$ cat config.mk
export PLATFORM = sky130hd
export DESIGN_NAME = header_sync_xor_frame_receiver_flat
export DESIGN_NICKNAME = d
export VERILOG_FILES = /design/src/design/hsxfr_pkg.sv /design/src/design/hsxfr_if.sv /design/src/design/hsxfr_ctrl.sv /design/src/design/hsxfr_datapath.sv /design/src/design/header_sync_xor_frame_receiver.sv /design/src/flat_wrapper.sv
export VERILOG_INCLUDE_DIRS = /design/src /design/src/design
export SDC_FILE = /design/constraint.sdc
export NUM_CORES = 1
export LEC_CHECK = 0
export ABC_AREA = 1
export BUFFER_PORTS_ARGS = -buffer_cell sky130_fd_sc_hd__buf_2
export CORE_ASPECT_RATIO = 0.7
export CORE_UTILIZATION = 50
export DETAILED_ROUTE_END_ITERATION = 8
export PLACE_DENSITY = 0.66
export REMOVE_ABC_BUFFERS = 1
export SLEW_MARGIN = 20
export SYNTH_ARGS = -nofsm -noshare
export SYNTH_HDL_FRONTEND = slang
export SYNTH_SLANG_ARGS = --single-unit
export TNS_END_PERCENT = 5
$ cat constraint.sdc
create_clock -name clk_i -period 5.31 [get_ports clk_i]
set_input_delay 1.593 -clock clk_i [delete_from_list [all_inputs] [get_ports clk_i]]
set_output_delay 1.593 -clock clk_i [all_outputs]
set_load 0.01 [all_outputs]
$ cat src/design/header_sync_xor_frame_receiver_assert.svh
// Assertion macros shared by the receiver modules.
// HSXFR_ASSERT checks a property while reset is released.
`ifndef HEADER_SYNC_XOR_FRAME_RECEIVER_ASSERT_SVH
`define HEADER_SYNC_XOR_FRAME_RECEIVER_ASSERT_SVH

`define HSXFR_ASSERT(lbl, prop, msg) \
  lbl: assert property (@(posedge clk_i) disable iff (!rst_ni) (prop)) else $error(msg);

// HSXFR_ASSERT_ALWAYS also holds during reset.
`define HSXFR_ASSERT_ALWAYS(lbl, prop, msg) \
  lbl: assert property (@(posedge clk_i) (prop)) else $error(msg);

`endif

$ cat src/design/hsxfr_pkg.sv
`default_nettype none

package hsxfr_pkg;

  localparam int BYTE_W        = 8;
  localparam int IDX_W         = 6;
  localparam int HDR_LEN       = 3;
  localparam int FRAME_LEN_DEF = 38;

  localparam logic [BYTE_W-1:0] HDR0 = 8'h55;
  localparam logic [BYTE_W-1:0] HDR1 = 8'hAA;
  localparam logic [BYTE_W-1:0] HDR2 = 8'hDC;

  // Commands from the controller to the datapath.
  typedef struct packed {
    logic start;    // header complete or checksum good: position to first body byte, clear checksum
    logic store;    // write the accepted body word and fold it into the checksum
    logic rd_en;    // read the body buffer at the current position
    logic inc;      // advance the position
    logic ld_body;  // load the output register with the buffered body word
    logic ld_err;   // load the output register with the checksum error word
  } cmd_t;

  // Status from the datapath to the controller.
  typedef struct packed {
    logic is_hdr0;
    logic is_hdr1;
    logic is_hdr2;
    logic at_check;   // next input word is the checksum
    logic xor_ok;     // input word equals the running checksum
    logic last_body;  // current position is the final body byte
    logic out_free;   // output register can take a word this cycle
  } stat_t;

endpackage

`default_nettype wire

$ cat src/design/hsxfr_if.sv
`default_nettype none

interface hsxfr_rx_if;
  logic                          valid;
  logic                          ready;
  logic [hsxfr_pkg::BYTE_W-1:0]  rx_byte;

  modport source (output valid, output rx_byte, input ready);
  modport sink (input valid, input rx_byte, output ready);
endinterface

interface hsxfr_res_if;
  logic                          valid;
  logic                          ready;
  logic                          status;
  logic [hsxfr_pkg::IDX_W-1:0]   byte_index;
  logic [hsxfr_pkg::BYTE_W-1:0]  body_byte;
  logic                          last_of_frame;

  modport source (output valid, output status, output byte_index, output body_byte,
                  output last_of_frame, input ready);
  modport sink (input valid, input status, input byte_index, input body_byte,
                input last_of_frame, output ready);
endinterface

`default_nettype wire

$ cat src/design/hsxfr_ctrl.sv
`default_nettype none

module hsxfr_ctrl (
  input  wire logic             clk_i,
  input  wire logic             rst_ni,
  input  wire logic             in_valid_i,
  output logic                  in_ready_o,
  input  wire hsxfr_pkg::stat_t stat_i,
  output hsxfr_pkg::cmd_t       cmd_o
);

  `include "header_sync_xor_frame_receiver_assert.svh"

  typedef enum logic [2:0] {
    ST_HUNT0,
    ST_HUNT1,
    ST_HUNT2,
    ST_COLLECT,
    ST_EMIT_RD,
    ST_EMIT_LD
  } state_e;

  state_e state_q, state_d;
  logic   accept;

  assign accept = in_valid_i & in_ready_o;

  always_comb begin
    state_d    = state_q;
    cmd_o      = '0;
    in_ready_o = 1'b0;
    unique case (state_q)
      ST_HUNT0: begin
        in_ready_o = 1'b1;
        if (accept) begin
          state_d = stat_i.is_hdr0 ? ST_HUNT1 : ST_HUNT0;
        end
      end
      ST_HUNT1: begin
        in_ready_o = 1'b1;
        if (accept) begin
          if (stat_i.is_hdr1) begin
            state_d = ST_HUNT2;
          end else begin
            state_d = stat_i.is_hdr0 ? ST_HUNT1 : ST_HUNT0;
          end
        end
      end
      ST_HUNT2: begin
        in_ready_o = 1'b1;
        if (accept) begin
          if (stat_i.is_hdr2) begin
            state_d     = ST_COLLECT;
            cmd_o.start = 1'b1;
          end else begin
            state_d = stat_i.is_hdr0 ? ST_HUNT1 : ST_HUNT0;
          end
        end
      end
      ST_COLLECT: begin
        // The checksum word waits until the output register can take a word.
        in_ready_o = !stat_i.at_check || stat_i.out_free;
        if (accept) begin
          if (!stat_i.at_check) begin
            cmd_o.store = 1'b1;
          end else if (stat_i.xor_ok) begin
            cmd_o.start = 1'b1;
            state_d     = ST_EMIT_RD;
          end else begin
            cmd_o.ld_err = 1'b1;
            state_d      = ST_HUNT0;
          end
        end
      end
      ST_EMIT_RD: begin
        cmd_o.rd_en = 1'b1;
        state_d     = ST_EMIT_LD;
      end
      ST_EMIT_LD: begin
        if (stat_i.out_free) begin
          cmd_o.ld_body = 1'b1;
          if (stat_i.last_body) begin
            state_d = ST_HUNT0;
          end else begin
            cmd_o.inc = 1'b1;
            state_d   = ST_EMIT_RD;
          end
        end
      end
      default: begin
        state_d = ST_HUNT0;
      end
    endcase
  end

  always_ff @(posedge clk_i or negedge rst_ni) begin
    if (!rst_ni) begin
      state_q <= ST_HUNT0;
    end else begin
      state_q <= state_d;
    end
  end

  `HSXFR_ASSERT(a_cmd_exclusive,
    $onehot0({cmd_o.start, cmd_o.store, cmd_o.rd_en, cmd_o.ld_body, cmd_o.ld_err}),
    "controller issued conflicting datapath commands")
  `HSXFR_ASSERT(a_emit_holds,
    (state_q == ST_EMIT_LD && !stat_i.out_free) |=> (state_q == ST_EMIT_LD),
    "body word dropped while output stalled")

endmodule

`default_nettype wire

$ cat src/design/hsxfr_datapath.sv
`default_nettype none

module hsxfr_datapath #(
  parameter int FRAME_LEN = hsxfr_pkg::FRAME_LEN_DEF
) (
  input  wire logic                         clk_i,
  input  wire logic                         rst_ni,
  input  wire logic [hsxfr_pkg::BYTE_W-1:0] rx_byte_i,
  input  wire hsxfr_pkg::cmd_t              cmd_i,
  output hsxfr_pkg::stat_t                  stat_o,
  hsxfr_res_if.source                       res_o
);

  `include "header_sync_xor_frame_receiver_assert.svh"

  localparam int BodyLen = FRAME_LEN - 4;
  localparam int AddrW   = (BodyLen > 1) ? $clog2(BodyLen) : 1;
  localparam int IdxW    = hsxfr_pkg::IDX_W;
  localparam int ByteW   = hsxfr_pkg::BYTE_W;

  localparam logic [IdxW-1:0] FirstBody = IdxW'(hsxfr_pkg::HDR_LEN);
  localparam logic [IdxW-1:0] LastBody  = IdxW'(FRAME_LEN - 2);
  localparam logic [IdxW-1:0] CheckPos  = IdxW'(FRAME_LEN - 1);

  logic [IdxW-1:0]  cnt_q, cnt_d;
  logic [ByteW-1:0] xor_q, xor_d;
  logic [IdxW-1:0]  body_off;
  logic [AddrW-1:0] addr;
  logic [ByteW-1:0] mem_q [BodyLen];
  logic [ByteW-1:0] rdata_q;

  logic             out_valid_q, out_valid_d;
  logic             status_q;
  logic [IdxW-1:0]  index_q;
  logic [ByteW-1:0] byte_q;
  logic             last_q;
  logic             out_free;

  // The frame position addresses the body buffer for both writes and reads.
  assign body_off = cnt_q - FirstBody;
  assign addr     = body_off[AddrW-1:0];
  assign out_free = !out_valid_q || res_o.ready;

  always_comb begin
    cnt_d = cnt_q;
    xor_d = xor_q;
    if (cmd_i.start) begin
      cnt_d = FirstBody;
      xor_d = '0;
    end else if (cmd_i.store) begin
      cnt_d = cnt_q + IdxW'(1);
      xor_d = xor_q ^ rx_byte_i;
    end else if (cmd_i.inc) begin
      cnt_d = cnt_q + IdxW'(1);
    end
  end

  always_ff @(posedge clk_i or negedge rst_ni) begin
    if (!rst_ni) begin
      cnt_q <= '0;
      xor_q <= '0;
    end else begin
      cnt_q <= cnt_d;
      xor_q <= xor_d;
    end
  end

  always_ff @(posedge clk_i) begin
    if (cmd_i.store) begin
      mem_q[addr] <= rx_byte_i;
    end
    if (cmd_i.rd_en) begin
      rdata_q <= mem_q[addr];
    end
  end

  always_comb begin
    out_valid_d = out_valid_q;
    if (cmd_i.ld_body || cmd_i.ld_err) begin
      out_valid_d = 1'b1;
    end else if (res_o.ready) begin
      out_valid_d = 1'b0;
    end
  end

  always_ff @(posedge clk_i or negedge rst_ni) begin
    if (!rst_ni) begin
      out_valid_q <= 1'b0;
    end else begin
      out_valid_q <= out_valid_d;
    end
  end

  always_ff @(posedge clk_i) begin
    if (cmd_i.ld_err) begin
      status_q <= 1'b1;
      index_q  <= CheckPos;
      byte_q   <= '0;
      last_q   <= 1'b1;
    end else if (cmd_i.ld_body) begin
      status_q <= 1'b0;
      index_q  <= cnt_q;
      byte_q   <= rdata_q;
      last_q   <= (cnt_q == LastBody);
    end
  end

  assign res_o.valid         = out_valid_q;
  assign res_o.status        = status_q;
  assign res_o.byte_index    = index_q;
  assign res_o.body_byte     = byte_q;
  assign res_o.last_of_frame = last_q;

  assign stat_o.is_hdr0   = (rx_byte_i == hsxfr_pkg::HDR0);
  assign stat_o.is_hdr1   = (rx_byte_i == hsxfr_pkg::HDR1);
  assign stat_o.is_hdr2   = (rx_byte_i == hsxfr_pkg::HDR2);
  assign stat_o.at_check  = (cnt_q == CheckPos);
  assign stat_o.xor_ok    = (rx_byte_i == xor_q);
  assign stat_o.last_body = (cnt_q == LastBody);
  assign stat_o.out_free  = out_free;

  `HSXFR_ASSERT(a_no_overwrite,
    (cmd_i.ld_body || cmd_i.ld_err) |-> out_free,
    "output word overwritten before it was taken")
  `HSXFR_ASSERT(a_store_in_body,
    cmd_i.store |-> (cnt_q >= FirstBody && cnt_q <= LastBody),
    "body write outside the body positions")

endmodule

`default_nettype wire

$ cat src/design/header_sync_xor_frame_receiver.sv
`default_nettype none

// Receives one byte word per accepted handshake, hunts for the header 55 AA DC
// (overlapping starts allowed) and collects a frame of FRAME_LEN bytes whose
// final byte is the XOR of the body bytes between header and checksum. While
// hunting and collecting, a word is accepted every cycle; the checksum word is
// held off only while the output register still holds an untaken word. A good
// frame then replays its FRAME_LEN-4 body words from the single-port body
// buffer, each by a registered buffer read and then a load of the output
// register, and the next input word is taken only once the replay and any
// output stalls are done. A bad checksum produces one error word with no extra
// delay. Nothing needs clearing after reset.
module header_sync_xor_frame_receiver #(
  parameter int FRAME_LEN = hsxfr_pkg::FRAME_LEN_DEF
) (
  input  wire logic clk_i,
  input  wire logic rst_ni,
  hsxfr_rx_if.sink  rx_i,
  hsxfr_res_if.source res_o
);

  hsxfr_pkg::cmd_t  cmd;
  hsxfr_pkg::stat_t stat;

  hsxfr_ctrl u_ctrl (
    .clk_i      (clk_i),
    .rst_ni     (rst_ni),
    .in_valid_i (rx_i.valid),
    .in_ready_o (rx_i.ready),
    .stat_i     (stat),
    .cmd_o      (cmd)
  );

  hsxfr_datapath #(
    .FRAME_LEN (FRAME_LEN)
  ) u_datapath (
    .clk_i     (clk_i),
    .rst_ni    (rst_ni),
    .rx_byte_i (rx_i.rx_byte),
    .cmd_i     (cmd),
    .stat_o    (stat),
    .res_o     (res_o)
  );

endmodule

`default_nettype wire
$ cat src/flat_wrapper.sv
// flat-port wrapper written by rule: the top's interface ports become plain ports
module header_sync_xor_frame_receiver_flat 
#(
  parameter int FRAME_LEN = hsxfr_pkg::FRAME_LEN_DEF
)
  (clk_i, rst_ni, rx_i_valid, rx_i_rx_byte, rx_i_ready, res_o_valid, res_o_status, res_o_byte_index, res_o_body_byte, res_o_last_of_frame, res_o_ready);
  hsxfr_rx_if rx_i_i ();
  hsxfr_res_if res_o_i ();
  input  wire logic clk_i;
  input  wire logic rst_ni;
  input wire logic [$bits(rx_i_i.valid)-1:0] rx_i_valid;
  input wire logic [$bits(rx_i_i.rx_byte)-1:0] rx_i_rx_byte;
  output wire logic [$bits(rx_i_i.ready)-1:0] rx_i_ready;
  output wire logic [$bits(res_o_i.valid)-1:0] res_o_valid;
  output wire logic [$bits(res_o_i.status)-1:0] res_o_status;
  output wire logic [$bits(res_o_i.byte_index)-1:0] res_o_byte_index;
  output wire logic [$bits(res_o_i.body_byte)-1:0] res_o_body_byte;
  output wire logic [$bits(res_o_i.last_of_frame)-1:0] res_o_last_of_frame;
  input wire logic [$bits(res_o_i.ready)-1:0] res_o_ready;
  assign rx_i_i.valid = rx_i_valid;
  assign rx_i_i.rx_byte = rx_i_rx_byte;
  assign rx_i_ready = rx_i_i.ready;
  assign res_o_valid = res_o_i.valid;
  assign res_o_status = res_o_i.status;
  assign res_o_byte_index = res_o_i.byte_index;
  assign res_o_body_byte = res_o_i.body_byte;
  assign res_o_last_of_frame = res_o_i.last_of_frame;
  assign res_o_i.ready = res_o_ready;
  header_sync_xor_frame_receiver #(.FRAME_LEN(FRAME_LEN)) u_core (.clk_i(clk_i), .rst_ni(rst_ni), .rx_i(rx_i_i), .res_o(res_o_i));
endmodule
After elaboration in Yosys (flattened, before gate mapping)
Memories as Yosys holds them, arrays and structs flattened. A register that Yosys moved wholly into a read port is not among the register bits. Index checks and enable logic that the tools add are counted.

Bits in registers: 34. Bits in writable memories: 272. Input bits: 12. Memories: 1.

Memories: u_core.u_datapath.mem_q (words 34, width 8, read ports 1, clocked after Yosys merged registers in 1, write ports 1, line hsxfr_datapath.sv:29) `logic [ByteW-1:0] mem_q [BodyLen];`.

$add $sub $neg: 2. Eq/ne operators: 17. Mux-type cells: 38. Bitwise gates (word level): 2. Reduce and logical (&&, ||, !) cells: 11.

Operators by type and width (number): $mux W3 (8); $mux W6 (3); $pmux W3 S6 (1); $mux W1 (17); $eq A8 B8 Y1 const B (2); $mux W8 (2); $eq A6 B6 Y1 const B (2); $ne A2 B2 Y1 const B (6); $mux W2 (5); $eq A8 B7 Y1 const B (1); $eq A8 B8 Y1 (1); $xor A8 B8 Y8 (1); $add A6 B1 Y6 const B (1); $eq A3 B2 Y1 const B (2); $eq A3 B3 Y1 const B (2); $reduce_and A6 Y1 (1); $sub A6 B2 Y6 const B (1); $pmux W1 S2 (2); $reduce_bool A2 Y1 (2); $eq A3 B1 Y1 const B (1); $logic_not A3 Y1 (1); $logic_or A1 B1 Y1 (3); $reduce_bool A3 Y1 (1); $reduce_or A3 Y1 (1); 2 further kinds (3).

Logic depth before layout (Yosys ltp)
Gate-level depths: netlist of the first run.

Depth after elaboration: 9. Depth in mapped cells: 16. Mapped depth without buffers: 12.

By module
Synthesis of the first run repeated with hierarchy kept, for this count alone.

Cell total of the unflattened synthesis: 1259. Area, all modules: 13346.6 um2.

Modules (own cells, without submodules): hsxfr_datapath (times used 1, cells each 1198, area an instance 12993.7 um2, seq. area each 9103.7 um2); hsxfr_ctrl (times used 1, cells each 61, area an instance 352.8 um2, seq. area each 75.1 um2).

Least setup slack after synthesis of the first run
No wires, ideal clock.

Path kind: input to output. From: in res_o_ready. To: out rx_i_ready. Data arrival time: 2219 ps. Data required time: 3717 ps. Slack: 1498 ps. Stages: 4. Buffers on the path: 1. Cell sequence: or2_2 > clkbuf_1 > nor2_1 > a21oi_1.

Cells in the longest elaborated chain, start to end: 3.

Ends and longest elaborated chain: from (decl) (line flat_wrapper.sv:19) `input wire logic [$bits(res_o_i.ready)-1:0] res_o_ready;`; $logic_or A1 B1 Y1 (line hsxfr_datapath.sv:42) `assign out_free = !out_valid_q || res_o.ready;`; $logic_or A1 B1 Y1 (line hsxfr_ctrl.sv:62) `in_ready_o = !stat_i.at_check || stat_i.out_free;`; $pmux W1 S2 (line hsxfr_ctrl.sv:32) `unique case (state_q)`; to (decl) (line flat_wrapper.sv:13) `output wire logic [$bits(rx_i_i.ready)-1:0] rx_i_ready;`.

No other way between the ends.

Worst setup path in the final report of the first run
Same ends and word-level chain as after synthesis.

==> results of run 1 <==
==> flip-flops by register name (all words and copies together), names as in the netlist <==
| name | flops |
|---|---|
| u_core.u_ctrl.state_q | 3 |
| u_core.u_datapath.res_o.byte_index | 6 |
| u_core.u_datapath.res_o.valid | 1 |
| u_core.u_datapath.cnt_q | 6 |
| u_core.u_datapath.res_o.status | 1 |
| u_core.u_datapath.res_o.body_byte | 8 |
| u_core.u_datapath.rdata_q | 8 |
| u_core.u_datapath.res_o.last_of_frame | 1 |
| u_core.u_datapath.mem_q | 272 |
| u_core.u_datapath.xor_q | 8 |
==> synth_stat cells, types with 5 or more instances <==
cell type,count
o21ai_0,45
a21oi_1,116
nand2_2,6
nand2_1,552
nand2_4,6
edfxtp_1,280
dfxtp_1,16
nand4_1,8
inv_1,40
nor2_1,95
dfrtp_1,18
buf_1,8
buf_2,22
nand3_1,33
inv_2,7
nor2_2,5
clkbuf_1,25
==> stage by stage <==
step	cells	setup slack, ps	TNS, ps	area [um2]
after floorplan	1254	-2800	-555620	13200
after global placement	1652	1360	0	13900
after detailed placement	1652	1340	0	13900
after CTS	1708	1350	0	15100
after global routing	1708	1290	0	15100
final	1708	1350	0	15100
==> how the worst max path moves through the flow <==
stage                                    start                             end  cells past startpoint
global placement                   res_o_ready                      rx_i_ready                      5
finish                             res_o_ready                      rx_i_ready                      5
global route                       res_o_ready                      rx_i_ready                      5
floorplan           u_core.u_datapath.cnt_q[0]  u_core.u_datapath.mem_q[10][0]                      6
CTS                                res_o_ready                      rx_i_ready                      5
detailed placement             rx_i_rx_byte[3]   u_core.u_datapath.res_o.valid                     11
==> placed cells by master (no fill, tap or decap), types with 5 or more instances in the layout <==
cell type  count
nand2_1      552
edfxtp_1     280
a21oi_1      116
nor2_1        95
o21ai_0       45
inv_1         39
nand3_1       33
clkbuf_16     31
buf_2         29
dfrtp_1       17
dfxtp_1       16
buf_4         12
bufinv_16     11
nand4_1        8
inv_2          7
nand2_2        6
nand2_4        6
nor2_2         5
clkbuf_1       5
==> final cells by class <==
| type | count | area [um2] |
|---|---|---|
| clock buffers | 38 | 822 |
| clock inverters | 18 | 373 |
| fillers | 2197 | 11000 |
| inverters | 49 | 191 |
| multi-input cells | 891 | 3880 |
| flip-flops and latches | 314 | 9180 |
| well taps | 357 | 447 |
| repair buffers | 41 | 235 |
==> logic make-up after synthesis <==
kind of cell	after synthesis	synth area share [%]
compound gates	166	6.21
xor+xnor	5	0.601
fa+ha+maj	3	0.277
buf+inv	109	3.58
flops	314	67.8
mux	1	0.0739
simple gates	716	21.5
==> metal layers <==
layer	vias to the layer above	track usage (%)	part of all wire, %
li1	4417	-	-
met1	4447	39.0	47
met2	398	34.9	42
met3	49	4.17	8.1
met4	0	5.67	2.0
met5	-	0	0
==> power breakdown <==
group	internal (mW)	switching [mW]
sequential	2.76	0.144
clock	1.63	0.926
combinational	0.722	2.06
total	5.12	3.13
==> worst max-delay path, stage by stage <==
cell,delay (ps)
buf_2,90
or2_2,330
nor2_1,130
a21oi_1,70
buf_2,150
==> flow_metrics.py, run 1 <==
metrics = {
    "status": {
        "run_status": "completed",
    },
    "floorplan": {
        "design.core.area_um2": 26100,
        "die_x_um": 199,
        "rows": 49,
        "start_util_pct": 51.8,
        "die_area_um2": 27800,
        "pin_count": 30,
        "die_h_um": 140,
    },
    "sta": {
        "max_freq_ghz": 0.252,
        "tightest_slew_ps": 1010,
        "clock-skew-final_ps": 15.2,
        "finalSetupViolCount": 0,
        "rsz0062_at_grt": "no",
        "relSlewSlack_pct": 32.9,
        "fin_crit_ps": 3960,
        "hold_violations": 0,
        "slew_violations": 0,
        "fin_crit_sh_pct": 74.6,
        "holdWs_ps": 453,
    },
    "pwr": {
        "ir_worst_vdd_v": 0.000350,
        "fin_total_pwr_mw": 8.24,
        "powerDensity_nw_per_um2": 545,
        "leakage_nw": 5.88,
    },
    "global_route": {
        "gr-usage-all-layers_pct": 24.5,
        "antenna_found_initial": 0,
        "overflow": 0,
        "grt_pass1_vias": 8637,
        "grt_max_degree": 89,
        "grt_pass1_wl_um": 50900,
    },
    "worst_hold_path": {
        "holdPathEnd": "u_core.u_datapath.res_o.status",
        "hold_path_class": "register to register",
        "hold_depth": 2,
        "min_from": "u_core.u_datapath.res_o.status",
    },
    "detailed_routing": {
        "drt_iter0_drc": 1064,
        "wirelength_um": 32900,
        "num_vias": 9311,
        "routedWlPerCell_um": 19.3,
        "final_antenna_net_count": 0,
        "vias_per_cell": 5.45,
        "first_pass_iters": 7,
        "remaining_drc_errors": 0,
    },
    "worst_setup_path": {
        "r2r_cells": 3,
        "arrival_ps": 2370,
        "reg2reg_to": "u_core.u_datapath.mem_q[0][6]",
        "path_class": "input port to output pin",
        "cp.required_ps": 3720,
        "r2r_slack_ps": 1860,
        "worstPathMaxFanout": 5,
        "r2r-start": "u_core.u_datapath.cnt_q[0]",
        "critPathLaunchType": "input port",
        "cp-end-kind": "output pin",
    },
    "place": {
        "portBuffers": 29,
        "gp_congestion": 0.878,
        "hpwl_um": 20000,
    },
    "clocking": {
        "hold_buffers": 0,
        "cts_max_level": 1,
        "cts_tree": "yes",
        "clk_latency_ps": 570,
        "cts_made_buffers": 30,
        "postCtsSetupBuffers": 0,
        "root_buffer": "clkbuf_16",
        "cts_num_sinks": 314,
        "path_clk_slew_ps": 60,
        "post_cts_resized": 0,
        "clockBufferDepth": 3,
    },
    "yosys": {
        "synthDistinctLibCells": 35,
        "synth_warnings": 0,
        "synth_top_area_share_pct": 62.1,
        "synth-main-ff-cell": "edfxtp_1",
        "ys_seq_area_share_pct": 67.8,
        "synthArstFlopShare_pct": 5.73,
        "synth_edf_count": 280,
        "synth-seq-cells": 314,
        "syn_area_per_cell_um2": 10.3,
        "syn_inst": 1314,
        "synth_area_leaders": "edfxtp_1, nand2_1, a21oi_1",
        "yosysTopAreaCell": "edfxtp_1",
        "synth_area_um2": 13500,
    },
    "final_layout": {
        "finish.utilization_pct": 57.9,
        "syn_to_final_growth_pct": 11.7,
        "num_antenna_cells": 0,
        "final_net_count": 1342,
        "drive_above_1_share_pct": 9.77,
    },
    "run": {
        "drv_cap": 0,
    },
}
Power figures use the tool's default switching activity.
==> run 2, diff against run 1 <==
Clock period 5.31 ns to 3.8 ns, I/O delays scaled along.
==> run 2 against run 1 <==
First-iteration DRC count shrank 5.5%. Cell count increased by 2.3%. Flip-flop and latch count is the same. Worst setup slack worse by 620 ps. Wire length down 0.80%. Non-clock buffer count increased by 41.
==> flow_metrics.py, run 2 (synthesis gave the netlist of run 1 again) <==
metrics = {
    "run": {
        "drv_cap": 0,
    },
    "detailed_routing": {
        "first_pass_iters": 5,
        "routedWlPerCell_um": 18.7,
        "num_vias": 9350,
        "final_antenna_net_count": 0,
        "drt_iter0_drc": 1005,
        "vias_per_cell": 5.35,
        "wirelength_um": 32700,
        "remaining_drc_errors": 0,
    },
    "worst_hold_path": {
        "hold_path_class": "register to register",
    },
    "pwr": {
        "powerDensity_nw_per_um2": 723,
        "power_frac_comb_pct": 36.9,
        "p_sw_share_pct": 39.1,
        "p_clk_share_pct": 27.1,
        "leakage_nw": 6.02,
        "ir_worst_vdd_v": 0.000694,
        "internal_power_mw": 6.73,
        "p_switching_mw": 4.32,
        "p_seq_share_pct": 36.0,
    },
    "global_route": {
        "gr-usage-all-layers_pct": 24.3,
        "antenna_found_initial": 0,
        "grt_pass1_wl_um": 50500,
        "grt_max_degree": 143,
        "overflow": 0,
        "grt_pass1_vias": 8914,
    },
    "final_layout": {
        "finish.utilization_pct": 58.5,
        "largest_register_ffs": 272,
        "regMostFlops": "u_core.u_datapath.mem_q",
        "num_antenna_cells": 0,
        "final_cell_mix": "nand2_1, edfxtp_1, a21oi_1, nor2_1, buf_4",
        "drive_above_1_share_pct": 11.9,
        "final_common_cell": "nand2_1",
        "syn_to_final_growth_pct": 12.8,
        "fill_cells": 2221,
        "final_net_count": 1383,
    },
    "floorplan": {
        "pin_count": 30,
        "design.core.area_um2": 26100,
        "die_area_um2": 27800,
        "die_h_um": 140,
        "start_util_pct": 51.8,
        "die_x_um": 199,
        "rows": 49,
    },
    "sta": {
        "rsz0062_at_grt": "no",
        "max_freq_ghz": 0.326,
        "relSlewSlack_pct": 42.9,
        "clock-skew-final_ps": 12.4,
        "tightest_slew_ps": 854,
        "fin_crit_ps": 3070,
        "slew_violations": 0,
        "tns_ps": 0,
        "fin_crit_sh_pct": 80.8,
        "finalSetupViolCount": 0,
        "hold_violations": 0,
    },
    "worst_setup_path": {
        "cp.required_ps": 2660,
        "arrival_ps": 1930,
        "cp-end-kind": "output pin",
        "r2r_slack_ps": 930,
        "critPathLaunchType": "input port",
        "path_class": "input port to output pin",
        "worstPathMaxFanout": 5,
    },
    "clocking": {
        "cts_made_buffers": 30,
        "hold_buffers": 0,
        "cts_tree": "yes",
        "cts_num_sinks": 314,
        "clockBufferDepth": 3,
        "postCtsSetupBuffers": 0,
        "post_cts_resized": 0,
        "path_clk_slew_ps": 60,
        "cts_max_level": 1,
        "clk_latency_ps": 560,
        "root_buffer": "clkbuf_16",
    },
    "place": {
        "portBuffers": 29,
        "gp_congestion": 0.818,
        "hpwl_um": 19900,
    },
    "status": {
        "run_status": "completed",
    },
}
==> run 2: layout make-up <==
cell class,count,area [um2],area share [%]
clock buffer,35,791,5.18
inverter,49,191,1.25
clock inverter,20,194,1.27
sequential,314,9180,60.1
timing repair buffer,82,593,3.88
tap,357,447,2.92
multi-input combinational,891,3880,25.4
==> run 2: path summary, 6_finish.rpt <==
kind	startpoint	to	cells past startpoint
max	res_o_ready	rx_i_ready	5
min	u_core.u_datapath.res_o.status	u_core.u_datapath.res_o.status	2
max reg2reg	u_core.u_datapath.cnt_q[1]	u_core.u_datapath.rdata_q[2]	10
min reg2reg	u_core.u_datapath.res_o.status	u_core.u_datapath.res_o.status	2
max in group asynchronous	rst_ni	u_core.u_datapath.cnt_q[0]	1
min in group asynchronous	rst_ni	u_core.u_datapath.cnt_q[4]	1
==> run 2: layer usage <==
layer / vias up / global-route usage (%) / part of all wire (%)
met5: - / 0 / 0
met4: 0 / 5.14 / 1.6
li1: 4499 / - / -
met1: 4492 / 37.2 / 47
met2: 319 / 35.4 / 43
met3: 40 / 5.36 / 8.1
==> run 2: critical path, stage by stage <==
cell and delay, ps:
buf_2 90, or2_2 330, nor2_1 140, a21oi_1 80
buf_2 150
==> run 2: per-stage QoR <==
step	power, mW	setup slack [ps]	cell area (um2)	instances	hold slack [ps]
2_1_floorplan	6.63	-4310	13200	1254	476
3_3_place_gp	8.04	597	14300	1693	443
3_5_place_dp	8.08	558	14300	1693	435
4_1_cts	11.1	730	15300	1748	450
5_1_grt	11.7	643	15300	1748	491
6_report	11.1	729	15300	1748	449
==> run 2: power by group through the flow <==
stage,clock (mW),combinational [mW],sequential [mW]
6_report,3.00,4.08,3.98
5_1_grt,3.16,4.53,3.99
4_1_cts,3.04,4.08,3.97
3_5_place_dp,0,4.04,4.05
3_3_place_gp,0,4.00,4.04
2_1_floorplan,0,2.48,4.16
